<file path="src/rtl/tlf_pkg.sv">
`default_nettype none

package tlf_pkg;

    // default maximum fold width
    localparam int MAX_WIDTH_DEF = 32;

    // width of the fold width register
    localparam int CFG_W = 6;

    // fold width after reset
    localparam logic [CFG_W-1:0] WIDTH_RESET = 6'd20;

    // character codes
    localparam logic [7:0] CH_SPACE   = 8'd32;
    localparam logic [7:0] CH_TAB     = 8'd9;
    localparam logic [7:0] CH_NEWLINE = 8'd10;

    // sequencer states
    typedef enum logic {
        ST_IDLE,
        ST_EMIT
    } t_state;

endpackage

`default_nettype wire

</file>
<file path="src/rtl/tlf_if.sv">
`default_nettype none

// input byte channel
interface tlf_in_if;
    logic       valid;
    logic       ready;
    logic [7:0] in_char;
    logic       is_end;

    modport source (output valid, output in_char, output is_end, input ready);
    modport sink   (input valid, input in_char, input is_end, output ready);
endinterface

// result byte channel
interface tlf_out_if;
    logic       valid;
    logic       ready;
    logic [7:0] out_char;
    logic       last;

    modport source (output valid, output out_char, output last, input ready);
    modport sink   (input valid, input out_char, input last, output ready);
endinterface

// fold width write channel
interface tlf_cfg_if;
    logic                       valid;
    logic                       ready;
    logic [tlf_pkg::CFG_W-1:0]  fold_width;

    modport source (output valid, output fold_width, input ready);
    modport sink   (input valid, input fold_width, output ready);
endinterface

`default_nettype wire

</file>
<file path="src/rtl/text_line_folder_unit.sv">
// channel    | dir | payload                 | transfer when
// -----------+-----+-------------------------+---------------------------
// i_in_ch    | in  | in_char[7:0], is_end    | valid && ready
// o_out_ch   | out | out_char[7:0], last     | valid && ready
// i_cfg_ch   | in  | fold_width[5:0]         | valid (ready held high)
//
// an input byte that causes no output leaves the unit idle; one that causes
// k output bytes starts an emit phase that refuses input and reads each byte
// from the single-port line memory, which streams out at one byte per cycle while the output is not stalled.
// reset is synchronous: the line is emptied and the fold width goes to 20.
// a stall on the output holds the memory read register and the output
// register; the sequencer waits and nothing is lost.
`default_nettype none

module text_line_folder_unit #(
    parameter int MAX_WIDTH = tlf_pkg::MAX_WIDTH_DEF
) (
    input  wire         i_clk,
    input  wire         i_rst_n,
    tlf_in_if.sink      i_in_ch,
    tlf_out_if.source   o_out_ch,
    tlf_cfg_if.sink     i_cfg_ch
);

    localparam int DEPTH = MAX_WIDTH + 1;
    localparam int AW    = $clog2(DEPTH);
    localparam int CW    = $clog2(DEPTH + 1);

    // circular index: base plus offset, wrapped at the memory depth
    function automatic logic [AW-1:0] f_wrap(input logic [AW-1:0] base,
                                             input logic [CW-1:0] off);
        logic [AW:0] sum;
        sum = (AW+1)'(base) + (AW+1)'(off);
        if (sum >= (AW+1)'(DEPTH)) begin
            sum = sum - (AW+1)'(DEPTH);
        end
        return sum[AW-1:0];
    endfunction

    // line memory and its read register
    logic [7:0]                 r_line_mem [DEPTH];
    logic [7:0]                 r_rd_data;

    // line state
    logic [tlf_pkg::CFG_W-1:0]  r_fold_width;
    logic [AW-1:0]              r_head, n_head;
    logic [CW-1:0]              r_fill, n_fill;
    logic [CW-1:0]              r_blank_idx, n_blank_idx;
    logic                       r_blank_seen, n_blank_seen;

    // emit sequencer
    tlf_pkg::t_state            r_state, n_state;
    logic [AW-1:0]              r_rd_ptr;
    logic [CW-1:0]              r_rem;
    logic                       r_nl_left;

    // read in flight and output register
    logic                       r_pend, r_pend_nl, r_pend_last;
    logic                       r_out_valid, r_out_last;
    logic [7:0]                 r_out_char;

    logic [CW-1:0]              w_eff;
    logic                       in_acc, is_nl, is_blank, can_store, wr_en;
    logic [AW-1:0]              wr_addr;
    logic [CW-1:0]              fill1, drop, emit_cnt;
    logic                       emit_nl, fold;
    logic                       out_free, issue, rd_en, last_issue, load_out;

    // effective width, clamped to 1..MAX_WIDTH
    always_comb begin
        if (r_fold_width == '0) begin
            w_eff = CW'(1);
        end else if (r_fold_width > tlf_pkg::CFG_W'(MAX_WIDTH)) begin
            w_eff = CW'(MAX_WIDTH);
        end else begin
            w_eff = CW'(r_fold_width);
        end
    end

    // outputs of the sequencer
    always_comb begin
        i_in_ch.ready = (r_state == tlf_pkg::ST_IDLE);
        out_free      = !r_out_valid || o_out_ch.ready;
        issue         = (r_state == tlf_pkg::ST_EMIT) && (!r_pend || out_free);
        rd_en         = issue && (r_rem != '0);
        last_issue    = (r_rem == '0) || ((r_rem == CW'(1)) && !r_nl_left);
        load_out      = r_pend && out_free;
    end

    assign in_acc = i_in_ch.valid && i_in_ch.ready;

    // line update for an accepted byte
    always_comb begin
        is_nl     = i_in_ch.is_end || (i_in_ch.in_char == tlf_pkg::CH_NEWLINE);
        is_blank  = (i_in_ch.in_char == tlf_pkg::CH_SPACE) ||
                    (i_in_ch.in_char == tlf_pkg::CH_TAB);
        can_store = (r_fill < CW'(DEPTH));
        wr_en     = in_acc && !is_nl && can_store;
        wr_addr   = f_wrap(r_head, r_fill);
        fill1     = can_store ? (r_fill + CW'(1)) : r_fill;

        n_head       = r_head;
        n_fill       = r_fill;
        n_blank_idx  = r_blank_idx;
        n_blank_seen = r_blank_seen;
        emit_cnt     = '0;
        emit_nl      = 1'b0;
        drop         = '0;
        fold         = 1'b0;

        if (is_nl) begin
            // flush the whole line, newline only when something was stored
            emit_cnt     = r_fill;
            emit_nl      = (r_fill != '0);
            n_fill       = '0;
            n_blank_idx  = '0;
            n_blank_seen = 1'b0;
        end else begin
            n_fill = fill1;
            if (can_store && is_blank) begin
                n_blank_idx  = r_fill;
                n_blank_seen = 1'b1;
            end
            fold = (fill1 > w_eff);
            if (fold) begin
                if (n_blank_seen) begin
                    // break at the last blank and drop it
                    emit_cnt = n_blank_idx;
                    emit_nl  = (n_blank_idx != '0);
                    drop     = n_blank_idx + CW'(1);
                end else begin
                    // hard break at the width
                    emit_cnt = w_eff;
                    emit_nl  = 1'b1;
                    drop     = w_eff;
                end
                n_fill       = fill1 - drop;
                n_head       = f_wrap(r_head, drop);
                n_blank_idx  = '0;
                n_blank_seen = 1'b0;
            end
        end
    end

    // next state
    always_comb begin
        n_state = r_state;
        case (r_state)
            tlf_pkg::ST_IDLE: begin
                if (in_acc && ((emit_cnt != '0) || emit_nl)) begin
                    n_state = tlf_pkg::ST_EMIT;
                end
            end
            tlf_pkg::ST_EMIT: begin
                if (issue && last_issue) begin
                    n_state = tlf_pkg::ST_IDLE;
                end
            end
            default: n_state = tlf_pkg::ST_IDLE;
        endcase
    end

    // line memory: write on store, registered read during emit
    always_ff @(posedge i_clk) begin
        if (wr_en) begin
            r_line_mem[wr_addr] <= i_in_ch.in_char;
        end
        if (rd_en) begin
            r_rd_data <= r_line_mem[r_rd_ptr];
        end
    end

    // control registers
    always_ff @(posedge i_clk) begin
        if (!i_rst_n) begin
            r_state      <= tlf_pkg::ST_IDLE;
            r_fold_width <= tlf_pkg::WIDTH_RESET;
            r_head       <= '0;
            r_fill       <= '0;
            r_blank_idx  <= '0;
            r_blank_seen <= 1'b0;
            r_rem        <= '0;
            r_nl_left    <= 1'b0;
            r_pend       <= 1'b0;
            r_out_valid  <= 1'b0;
        end else begin
            r_state <= n_state;

            // fold width write
            if (i_cfg_ch.valid) begin
                r_fold_width <= i_cfg_ch.fold_width;
            end

            // line state and emit setup on an input transfer
            if (in_acc) begin
                r_head       <= n_head;
                r_fill       <= n_fill;
                r_blank_idx  <= n_blank_idx;
                r_blank_seen <= n_blank_seen;
                r_rem        <= emit_cnt;
                r_nl_left    <= emit_nl;
            end else if (issue) begin
                if (r_rem != '0) begin
                    r_rem <= r_rem - CW'(1);
                end else begin
                    r_nl_left <= 1'b0;
                end
            end

            // one item in flight between memory and output register
            if (issue) begin
                r_pend <= 1'b1;
            end else if (load_out) begin
                r_pend <= 1'b0;
            end

            if (load_out) begin
                r_out_valid <= 1'b1;
            end else if (o_out_ch.ready) begin
                r_out_valid <= 1'b0;
            end
        end
    end

    // emit payload registers
    always_ff @(posedge i_clk) begin
        if (in_acc) begin
            r_rd_ptr <= r_head;
        end else if (rd_en) begin
            r_rd_ptr <= f_wrap(r_rd_ptr, CW'(1));
        end
        if (issue) begin
            r_pend_nl   <= (r_rem == '0);
            r_pend_last <= last_issue;
        end
        if (load_out) begin
            r_out_char <= r_pend_nl ? tlf_pkg::CH_NEWLINE : r_rd_data;
            r_out_last <= r_pend_last;
        end
    end

    assign i_cfg_ch.ready    = 1'b1;
    assign o_out_ch.valid    = r_out_valid;
    assign o_out_ch.out_char = r_out_char;
    assign o_out_ch.last     = r_out_last;

endmodule

`default_nettype wire

</file>
<file path="src/flat_wrapper.sv">
// flat-port wrapper written by rule: the top's interface ports become plain ports
module text_line_folder_unit_flat 
#(
    parameter int MAX_WIDTH = tlf_pkg::MAX_WIDTH_DEF
)
  (i_clk, i_rst_n, i_in_ch_valid, i_in_ch_in_char, i_in_ch_is_end, i_in_ch_ready, o_out_ch_valid, o_out_ch_out_char, o_out_ch_last, o_out_ch_ready, i_cfg_ch_valid, i_cfg_ch_fold_width, i_cfg_ch_ready);
  tlf_in_if i_in_ch_i ();
  tlf_out_if o_out_ch_i ();
  tlf_cfg_if i_cfg_ch_i ();
  input  wire i_clk;
  input  wire i_rst_n;
  input wire logic [$bits(i_in_ch_i.valid)-1:0] i_in_ch_valid;
  input wire logic [$bits(i_in_ch_i.in_char)-1:0] i_in_ch_in_char;
  input wire logic [$bits(i_in_ch_i.is_end)-1:0] i_in_ch_is_end;
  output wire logic [$bits(i_in_ch_i.ready)-1:0] i_in_ch_ready;
  output wire logic [$bits(o_out_ch_i.valid)-1:0] o_out_ch_valid;
  output wire logic [$bits(o_out_ch_i.out_char)-1:0] o_out_ch_out_char;
  output wire logic [$bits(o_out_ch_i.last)-1:0] o_out_ch_last;
  input wire logic [$bits(o_out_ch_i.ready)-1:0] o_out_ch_ready;
  input wire logic [$bits(i_cfg_ch_i.valid)-1:0] i_cfg_ch_valid;
  input wire logic [$bits(i_cfg_ch_i.fold_width)-1:0] i_cfg_ch_fold_width;
  output wire logic [$bits(i_cfg_ch_i.ready)-1:0] i_cfg_ch_ready;
  assign i_in_ch_i.valid = i_in_ch_valid;
  assign i_in_ch_i.in_char = i_in_ch_in_char;
  assign i_in_ch_i.is_end = i_in_ch_is_end;
  assign i_in_ch_ready = i_in_ch_i.ready;
  assign o_out_ch_valid = o_out_ch_i.valid;
  assign o_out_ch_out_char = o_out_ch_i.out_char;
  assign o_out_ch_last = o_out_ch_i.last;
  assign o_out_ch_i.ready = o_out_ch_ready;
  assign i_cfg_ch_i.valid = i_cfg_ch_valid;
  assign i_cfg_ch_i.fold_width = i_cfg_ch_fold_width;
  assign i_cfg_ch_ready = i_cfg_ch_i.ready;
  text_line_folder_unit #(.MAX_WIDTH(MAX_WIDTH)) u_core (.i_clk(i_clk), .i_rst_n(i_rst_n), .i_in_ch(i_in_ch_i), .o_out_ch(o_out_ch_i), .i_cfg_ch(i_cfg_ch_i));
endmodule
</file>
<file path="config.mk">
export PLATFORM = sky130hd
export DESIGN_NAME = text_line_folder_unit_flat
export DESIGN_NICKNAME = d
export VERILOG_FILES = /design/src/rtl/tlf_pkg.sv /design/src/rtl/tlf_if.sv /design/src/rtl/text_line_folder_unit.sv /design/src/flat_wrapper.sv
export SDC_FILE = /design/constraint.sdc
export NUM_CORES = 1
export LEC_CHECK = 0
export BUFFER_PORTS_ARGS = -buffer_cell sky130_fd_sc_hd__clkbuf_2
export CORE_MARGIN = 8
export CORE_UTILIZATION = 50
export DETAILED_ROUTE_END_ITERATION = 8
export GPL_TIMING_DRIVEN = 1
export HOLD_SLACK_MARGIN = 0.12
export PLACE_DENSITY = 0.66
export REMOVE_ABC_BUFFERS = 1
export SETUP_SLACK_MARGIN = 0.02
export SYNTH_ARGS = -nofsm -noshare
export SYNTH_HDL_FRONTEND = slang
export SYNTH_SLANG_ARGS = --single-unit
</file>
<file path="constraint.sdc">
create_clock -name i_clk -period 8.4 [get_ports i_clk]
set_clock_uncertainty 0.2 [all_clocks]
set_input_delay 1.68 -clock i_clk [delete_from_list [all_inputs] [get_ports i_clk]]
set_output_delay 1.68 -clock i_clk [all_outputs]
set_load 0.005 [all_outputs]
</file>
# Word-level counts from Yosys, hierarchy flattened
# Memories as Yosys holds them, arrays and structs flattened. A register that Yosys moved wholly into a read port is not among the register bits.
# Index checks and enable logic that the tools add are counted.
[word_totals]
input_bits = 20
out_inout_bits = 12
regBits = 52
n_memories = 1
wordCells = 115
ram_bits = 264
[memory_table]
columns = ["memory", "depth", "width", "read_ports", "rd_clocked_by_memory_dff", "write_ports", "line", "rtl"]
rows = [
  ["u_core.r_line_mem", 33, 8, 1, 1, 1, "text_line_folder_unit.sv:41", "logic [7:0] r_line_mem [DEPTH];"],
]
[op_classes]
n_eq_ne = 5
n_mux = 42
order_cmp = 6
bitwise = 2
addsub = 10
n_reduce_logical = 34
[ops]
columns = ["op", "count"]
rows = [
  ["two-way mux 6 bit", 23],
  ["nonzero test 6 bit", 4],
  [">= comparator 7 x 6 -> 1 bit (second input constant)", 3],
  ["two-way mux 1 bit", 18],
  ["subtractor 6 bit (second input constant)", 3],
  ["== test 8 x 4 -> 1 bit (second input constant)", 2],
  ["adder 6 x 6 -> 7 bit", 2],
  ["adder 6 x 1 -> 6 bit (second input constant)", 2],
  ["logical NOT 6 bit", 2],
  ["logical AND 1 bit", 10],
  ["nonzero test 2 bit", 5],
  ["== test 8 x 6 -> 1 bit (second input constant)", 1],
  ["adder 6 x 1 -> 7 bit (second input constant)", 1],
  ["== test 6 x 1 -> 1 bit (second input constant)", 1],
  ["greater-than comparator 6 bit", 1],
  ["greater-than comparator 6 bit (second input constant)", 1],
  ["logical OR 1 bit", 6],
  ["less-than comparator 6 bit (second input constant)", 1],
  ["subtractor 6 x 1 -> 6 bit (second input constant)", 1],
  ["subtractor 6 bit", 1],
  ["logical NOT 1 bit", 4],
  ["AND reduction 2 bit", 2],
  ["AND reduction 3 bit", 1],
  ["!= test 2 x 1 -> 1 bit (second input constant)", 1],
  ["2 further kinds", 3],
]

# Longest topological paths before layout
[depth]
depth_word = 13
mapped_depth = 21
ltp_nobuf = 20

# Worst setup path after synthesis
# No wires, ideal clock.
[synth_timing]
kind = "in2reg"
start = "input port i_in_ch_in_char[2]"
end = "register u_core.r_head[1]"
cell_stages = 16
setup_ps = 139
setup_slack_ps = 2991
n_path_buf = 0
t_arrival_ps = 5069
required_time_ps = 8061
path_cell_list = "or4_1 > a211o_1 > o21ai_0 > o21ai_2 > ha_1 > xor2_1 > a21oi_1 > nand2_1 > o21a_1 > ha_1 > a21oi_1 > xor2_1 > nand4_1 > a21oi_2 > mux2i_1 > a21oi_1"
[synth_between]
elab_chain_cells = 12
elab_cells_between_ends = 20
cone_classes = "add/sub: 3; order compare: 1; eq/ne: 3; mux: 8; bitwise: 1; reduce/logical: 4"
[synth_rtl]
columns = ["item", "line", "rtl"]
rows = [
  ["start: declaration", "flat_wrapper.sv:13", "input wire logic [$bits(i_in_ch_i.in_char)-1:0] i_in_ch_in_char;"],
  ["== test 8 x 6 -> 1 bit or == test 8 x 4 -> 1 bit (tied branches)", "text_line_folder_unit.sv:95, text_line_folder_unit.sv:96", ""],
  ["logical OR 1 bit", "text_line_folder_unit.sv:95", "is_blank = (i_in_ch.in_char == tlf_pkg::CH_SPACE) ||"],
  ["logical AND 1 bit", "text_line_folder_unit.sv:120", "if (can_store && is_blank) begin"],
  ["two-way mux 6 bit", "text_line_folder_unit.sv:120", ""],
  ["two-way mux 6 bit", "text_line_folder_unit.sv:111", "if (is_nl) begin"],
  ["adder 6 x 1 -> 6 bit", "text_line_folder_unit.sv:130", "drop = n_blank_idx + CW'(1);"],
  ["two-way mux 6 bit", "text_line_folder_unit.sv:126", "if (n_blank_seen) begin"],
  ["two-way mux 6 bit", "text_line_folder_unit.sv:125", "if (fold) begin"],
  ["two-way mux 6 bit", "text_line_folder_unit.sv:111", ""],
  ["adder 6 x 6 -> 7 bit", "text_line_folder_unit.sv:33", "sum = (AW+1)'(base) + (AW+1)'(off);"],
  ["subtractor 6 bit or >= comparator 7 x 6 -> 1 bit (tied branches)", "text_line_folder_unit.sv:35, text_line_folder_unit.sv:34", ""],
  ["two-way mux 6 bit", "text_line_folder_unit.sv:34", "if (sum >= (AW+1)'(DEPTH)) begin"],
  ["end signal: assignment", "text_line_folder_unit.sv:196", "r_head <= n_head;"],
  ["end: declaration", "text_line_folder_unit.sv:46", "logic [AW-1:0] r_head, n_head;"],
]
# Parallel ways exist; a longest one is shown, timed or not. The select of a mux whose other input is x is not followed.
# A chain may end at the register's enable or synchronous reset.

# Worst setup path after layout
[layout_timing]
start = "input port i_in_ch_in_char[4]"
end = "register u_core.r_head[1]"
# Same word-level chain as after synthesis.

==> impl_metrics.py <==
metrics = {
    "global_route": {
        "grt_pass1_vias": 8728,
        "track_usage": 0.1886,
        "antenna_found_initial": 0,
        "grt_overflow": 0,
        "grt_max_degree": 70,
        "grt_pass1_wl_mm": 51.86,
    },
    "clocking": {
        "cts_hold_buf": 0,
        "clkSinkCount": 324,
        "insertion_delay_ps": 520,
        "cts_buffers": 35,
        "cts.clk_slew.worst_paths_ps": 50,
        "cts_setup_buffers": 0,
        "cts_htree_levels": 2,
        "ctsLongestPathBuffers": 3,
        "cts_tree": "yes",
        "cts-root-buf": "clkbuf_16",
        "ctsResizeCount": 0,
    },
    "die": {
        "die_area_um2": 35900,
        "placementRows": 63,
        "coreArea_um2": 29640,
        "initial_core_util": 0.5077,
        "die_w_um": 189.5,
        "fp.dieH_um": 189.5,
        "boundaryPins": 32,
    },
    "route": {
        "wl_per_cell_um": 23.12,
        "vias": 8890,
        "wl_met2_mm": 16.10,
        "wl_met1_mm": 14.86,
        "dr_wl_met3_mm": 1.900,
        "drt-initial-drc-count": 850,
        "firstDrtPassIters": 4,
        "vias_per_cell": 6.131,
        "routed.top_layer": "met4",
        "routed_wl_mm": 33.52,
        "antenna_left": 0,
        "drc": 0,
    },
    "setup_path": {
        "r2r-end": "u_core.r_head[1]$_SDFFE_PN0P_",
        "arrival_ps": 6150,
        "start_kind": "input port",
        "critPathMaxFanout": 35,
        "cp-end-kind": "register",
        "cpMostUsedCell": "a21oi_1",
        "path_class": "in2reg",
        "worstReg2RegStart": "u_core.r_fill[1]$_SDFFE_PN0P_",
        "worst_ep_required_time_ps": 8570,
        "rrSetupSlack_ps": 3530,
        "critical-path-slowest-cell": "or4_1",
        "crit_path_max_incr_delay_ps": 730,
        "r2r_cells": 18,
        "crit_chain": "clkbuf_2 > or4_1 > a211oi_2 > nand2_2 > o21ai_1 > ha_1 > xor2_1 > a21oi_1 > nand2_1 > o21a_1 > ha_1 > a21oi_1 > xor2_1 > nand4_1 > a21oi_2 > mux2i_1 > a21oi_1",
    },
    "timing": {
        "tightest_slew_ps": 1076,
        "timing.hold.ws_ps": 219.2,
        "final-setup-viol-count": 0,
        "finalHoldViolations": 0,
        "clock.fmax_ghz": 0.1671,
        "final.setup.tns_ps": 0,
        "fin_crit_ps": 5984,
        "final_max_slew_viol_count": 0,
        "maxSlewHeadroom": 0.2814,
        "finalWorstSetupSlack_ps": 2416,
        "rsz0062_at_grt": "no",
        "fin_crit_sh": 0.7124,
    },
    "placement": {
        "numPortBuffers": 30,
        "post-dp-hpwl_mm": 21.05,
        "place_inst": 1386,
        "place_congestion": 0.8950,
        "place_area_um2": 15810,
        "dp_slack_ps": 1895,
    },
    "outcome": {
        "status": "finished, final reports clean",
    },
    "pwr": {
        "p_clk_frac": 0.401,
        "swShare": 0.2403,
        "combPwrFrac": 0.120,
        "seq_power_share": 0.479,
        "vdd_ir_drop_max_v": 0.0001686,
        "p_int_uw": 2859,
        "powerDensity_nw_per_um2": 222.2,
        "switchingPower_uw": 904.2,
        "cellLeakagePower_uw": 0.005658,
    },
    "hold_path": {
        "hold_class": "reg2reg",
        "holdPathStages": 0,
        "min_from": "u_core.r_pend_last$_DFFE_PP_",
        "min_to": "u_core.o_out_ch.last$_DFFE_PP_",
    },
    "synth": {
        "ys.flop_type": "edfxtp_1",
        "synth_edf_count": 289,
        "netlist_area_um2": 15050,
        "ys_seq_area_frac": 0.6233,
        "syn_inst": 983,
        "ys_async_sr_fraction": 0,
        "synth_warnings": 0,
        "ys_ff_latch": 324,
        "synth_cell_types": 85,
        "syn_avg_cell_area_um2": 15.31,
    },
    "flow_run": {
        "maxCapViolCount": 0,
    },
    "cells_and_area": {
        "postLayoutCellArea_um2": 16940,
        "drive_gt1_frac": 0.2274,
        "area_growth_pct": 12.55,
        "stdcell_count": 1450,
        "nets": 1092,
        "num_antenna_cells": 0,
    },
}
-- synth_stat cells (3+ instances only) --
library cell  count  area, um2
nand4_1           3      18.77
o21a_1            7      52.55
buf_6             3      33.78
o2111ai_1         7      61.31
nor4_1           21      131.4
buf_1             8      30.03
edfxtp_1        289       8678
buf_2             9      45.04
inv_1            29      108.9
and3_1            5      31.28
mux4_2           80       1802
nand2_1          60      225.2
o211ai_1          7      52.55
nor2_1           46      172.7
nand2b_1          7      43.79
nor2b_1          13      81.33
a22oi_1           7      52.55
o31ai_1           4      30.03
clkbuf_1         27      101.4
nand3b_1          4      30.03
nand3_1          26      130.1
nor4b_1           4      35.03
mux2i_1          21      210.2
o21ai_1           4      20.02
a21oi_1          26      130.1
xnor2_1          21      183.9
or2_2             4      25.02
a31oi_1           5      31.28
a211oi_1         10      75.07
and2_1            4      25.02
nor3_1           25      125.1
or3_1             5      31.28
a21oi_4           3      48.80
o21ai_0          37      185.2
mux2_2            4      45.04
xor2_1           11      96.34
ha_1             36      450.4
a21o_1            8      60.06
fa_1              3      60.06
dfxtp_1          35      700.7
-- state kept, by name, summed over array words and instances (netlist names) --
name                      count
u_core.r_pend_nl              1
u_core.o_out_ch.last          1
u_core.r_rem                  6
u_core.r_state                1
u_core.o_out_ch.out_char      8
u_core.o_out_ch.valid         1
u_core.r_nl_left              1
u_core.r_fill                 6
u_core.r_rd_ptr               6
u_core.r_pend_last            1
u_core.r_head                 6
u_core.r_line_mem           264
u_core.r_blank_idx            6
u_core.r_rd_data              8
u_core.r_fold_width           6
u_core.r_pend                 1
u_core.r_blank_seen           1
-- cell usage in the layout (no fill, tap or decap), types with 21 or more instances in the layout --
cell | netlist | routed
edfxtp_1 | 289 | 289
mux4_2 | 80 | 80
nand2_1 | 60 | 60
nor2_1 | 46 | 46
o21ai_0 | 37 | 37
ha_1 | 36 | 36
clkbuf_16 | 0 | 36
dfxtp_1 | 35 | 35
buf_4 | 2 | 32
clkbuf_2 | 0 | 30
inv_1 | 29 | 29
nand3_1 | 26 | 26
a21oi_1 | 26 | 26
xnor2_1 | 21 | 21
mux2i_1 | 21 | 21
-- critical path: cells and delay by family --
family	cells	cell delay, ps
simple gates	4	1220
buf+inv	1	360
xor+xnor	2	430
mux	1	230
fa+ha+maj	2	610
compound gates	7	1580
-- routing by layer --
metal  vias up  GRT usage
met5         -          0
met4         0    0.04841
met3        45    0.02962
met2       265     0.3045
met1      4561     0.2643
li1       4019          -
-- power groups by stage --
| stage | Clock [uW] | Sequential (uW) | Combinational [uW] |
|---|---|---|---|
| floorplan | 0 | 1870 | 288 |
| finish | 1510 | 1800 | 452 |
| global route | 1590 | 1810 | 491 |
| global placement | 0 | 1840 | 446 |
| detailed placement | 0 | 1840 | 451 |
| CTS | 1520 | 1800 | 453 |
-- layout make-up --
| cell class | instances | area [um2] |
|---|---|---|
| clock buffers | 41 | 919.6 |
| clock inverters | 23 | 207.7 |
| fillers | 2347 | 12700 |
| inverters | 29 | 108.9 |
| multi-input cells | 581 | 5443 |
| flip-flops and latches | 324 | 9379 |
| well taps | 390 | 488.0 |
| repair buffers | 62 | 390.4 |
-- how the worst max path moves through the flow --
stage | depth (start not counted) | startpoint | end | slack (ps)
5_1_grt | 17 | i_in_ch_in_char[4] | u_core.r_head[1]$_SDFFE_PN0P_ | 2020
4_1_cts | 17 | i_in_ch_in_char[4] | u_core.r_head[1]$_SDFFE_PN0P_ | 2410
2_1_floorplan | 16 | i_in_ch_in_char[2] | u_core.r_head[1]$_SDFFE_PN0P_ | 2980
3_5_place_dp | 17 | i_in_ch_in_char[4] | u_core.r_head[1]$_SDFFE_PN0P_ | 1890
6_report | 17 | i_in_ch_in_char[4] | u_core.r_head[1]$_SDFFE_PN0P_ | 2420
3_3_place_gp | 17 | i_in_ch_in_char[4] | u_core.r_head[1]$_SDFFE_PN0P_ | 1990
-- metrics by stage --
stage	utilization	power, uW
final	0.5714	3763
after global routing	0.5714	3883
after CTS	0.5714	3781
after detailed placement	0.5334	2289
after global placement	0.5334	2283
after floorplan	-	2154
-- cells by family (layout without fill, tap and decap cells) --
family                     Yosys count  in the layout  share of synthesized area
DFF                                324            324                     0.6233
and+or+nand+nor                    243            243                    0.08489
AOI/OAI and AO/OA                  159            159                    0.07683
muxes                              105            105                     0.1367
buffers and inverters               78            155                    0.02220
adders and majority gates           39             39                    0.03392
xor gates and xnor gates            34             34                    0.02195
other                                1              1                  0.0002492
Power figures use the tool's default switching activity.
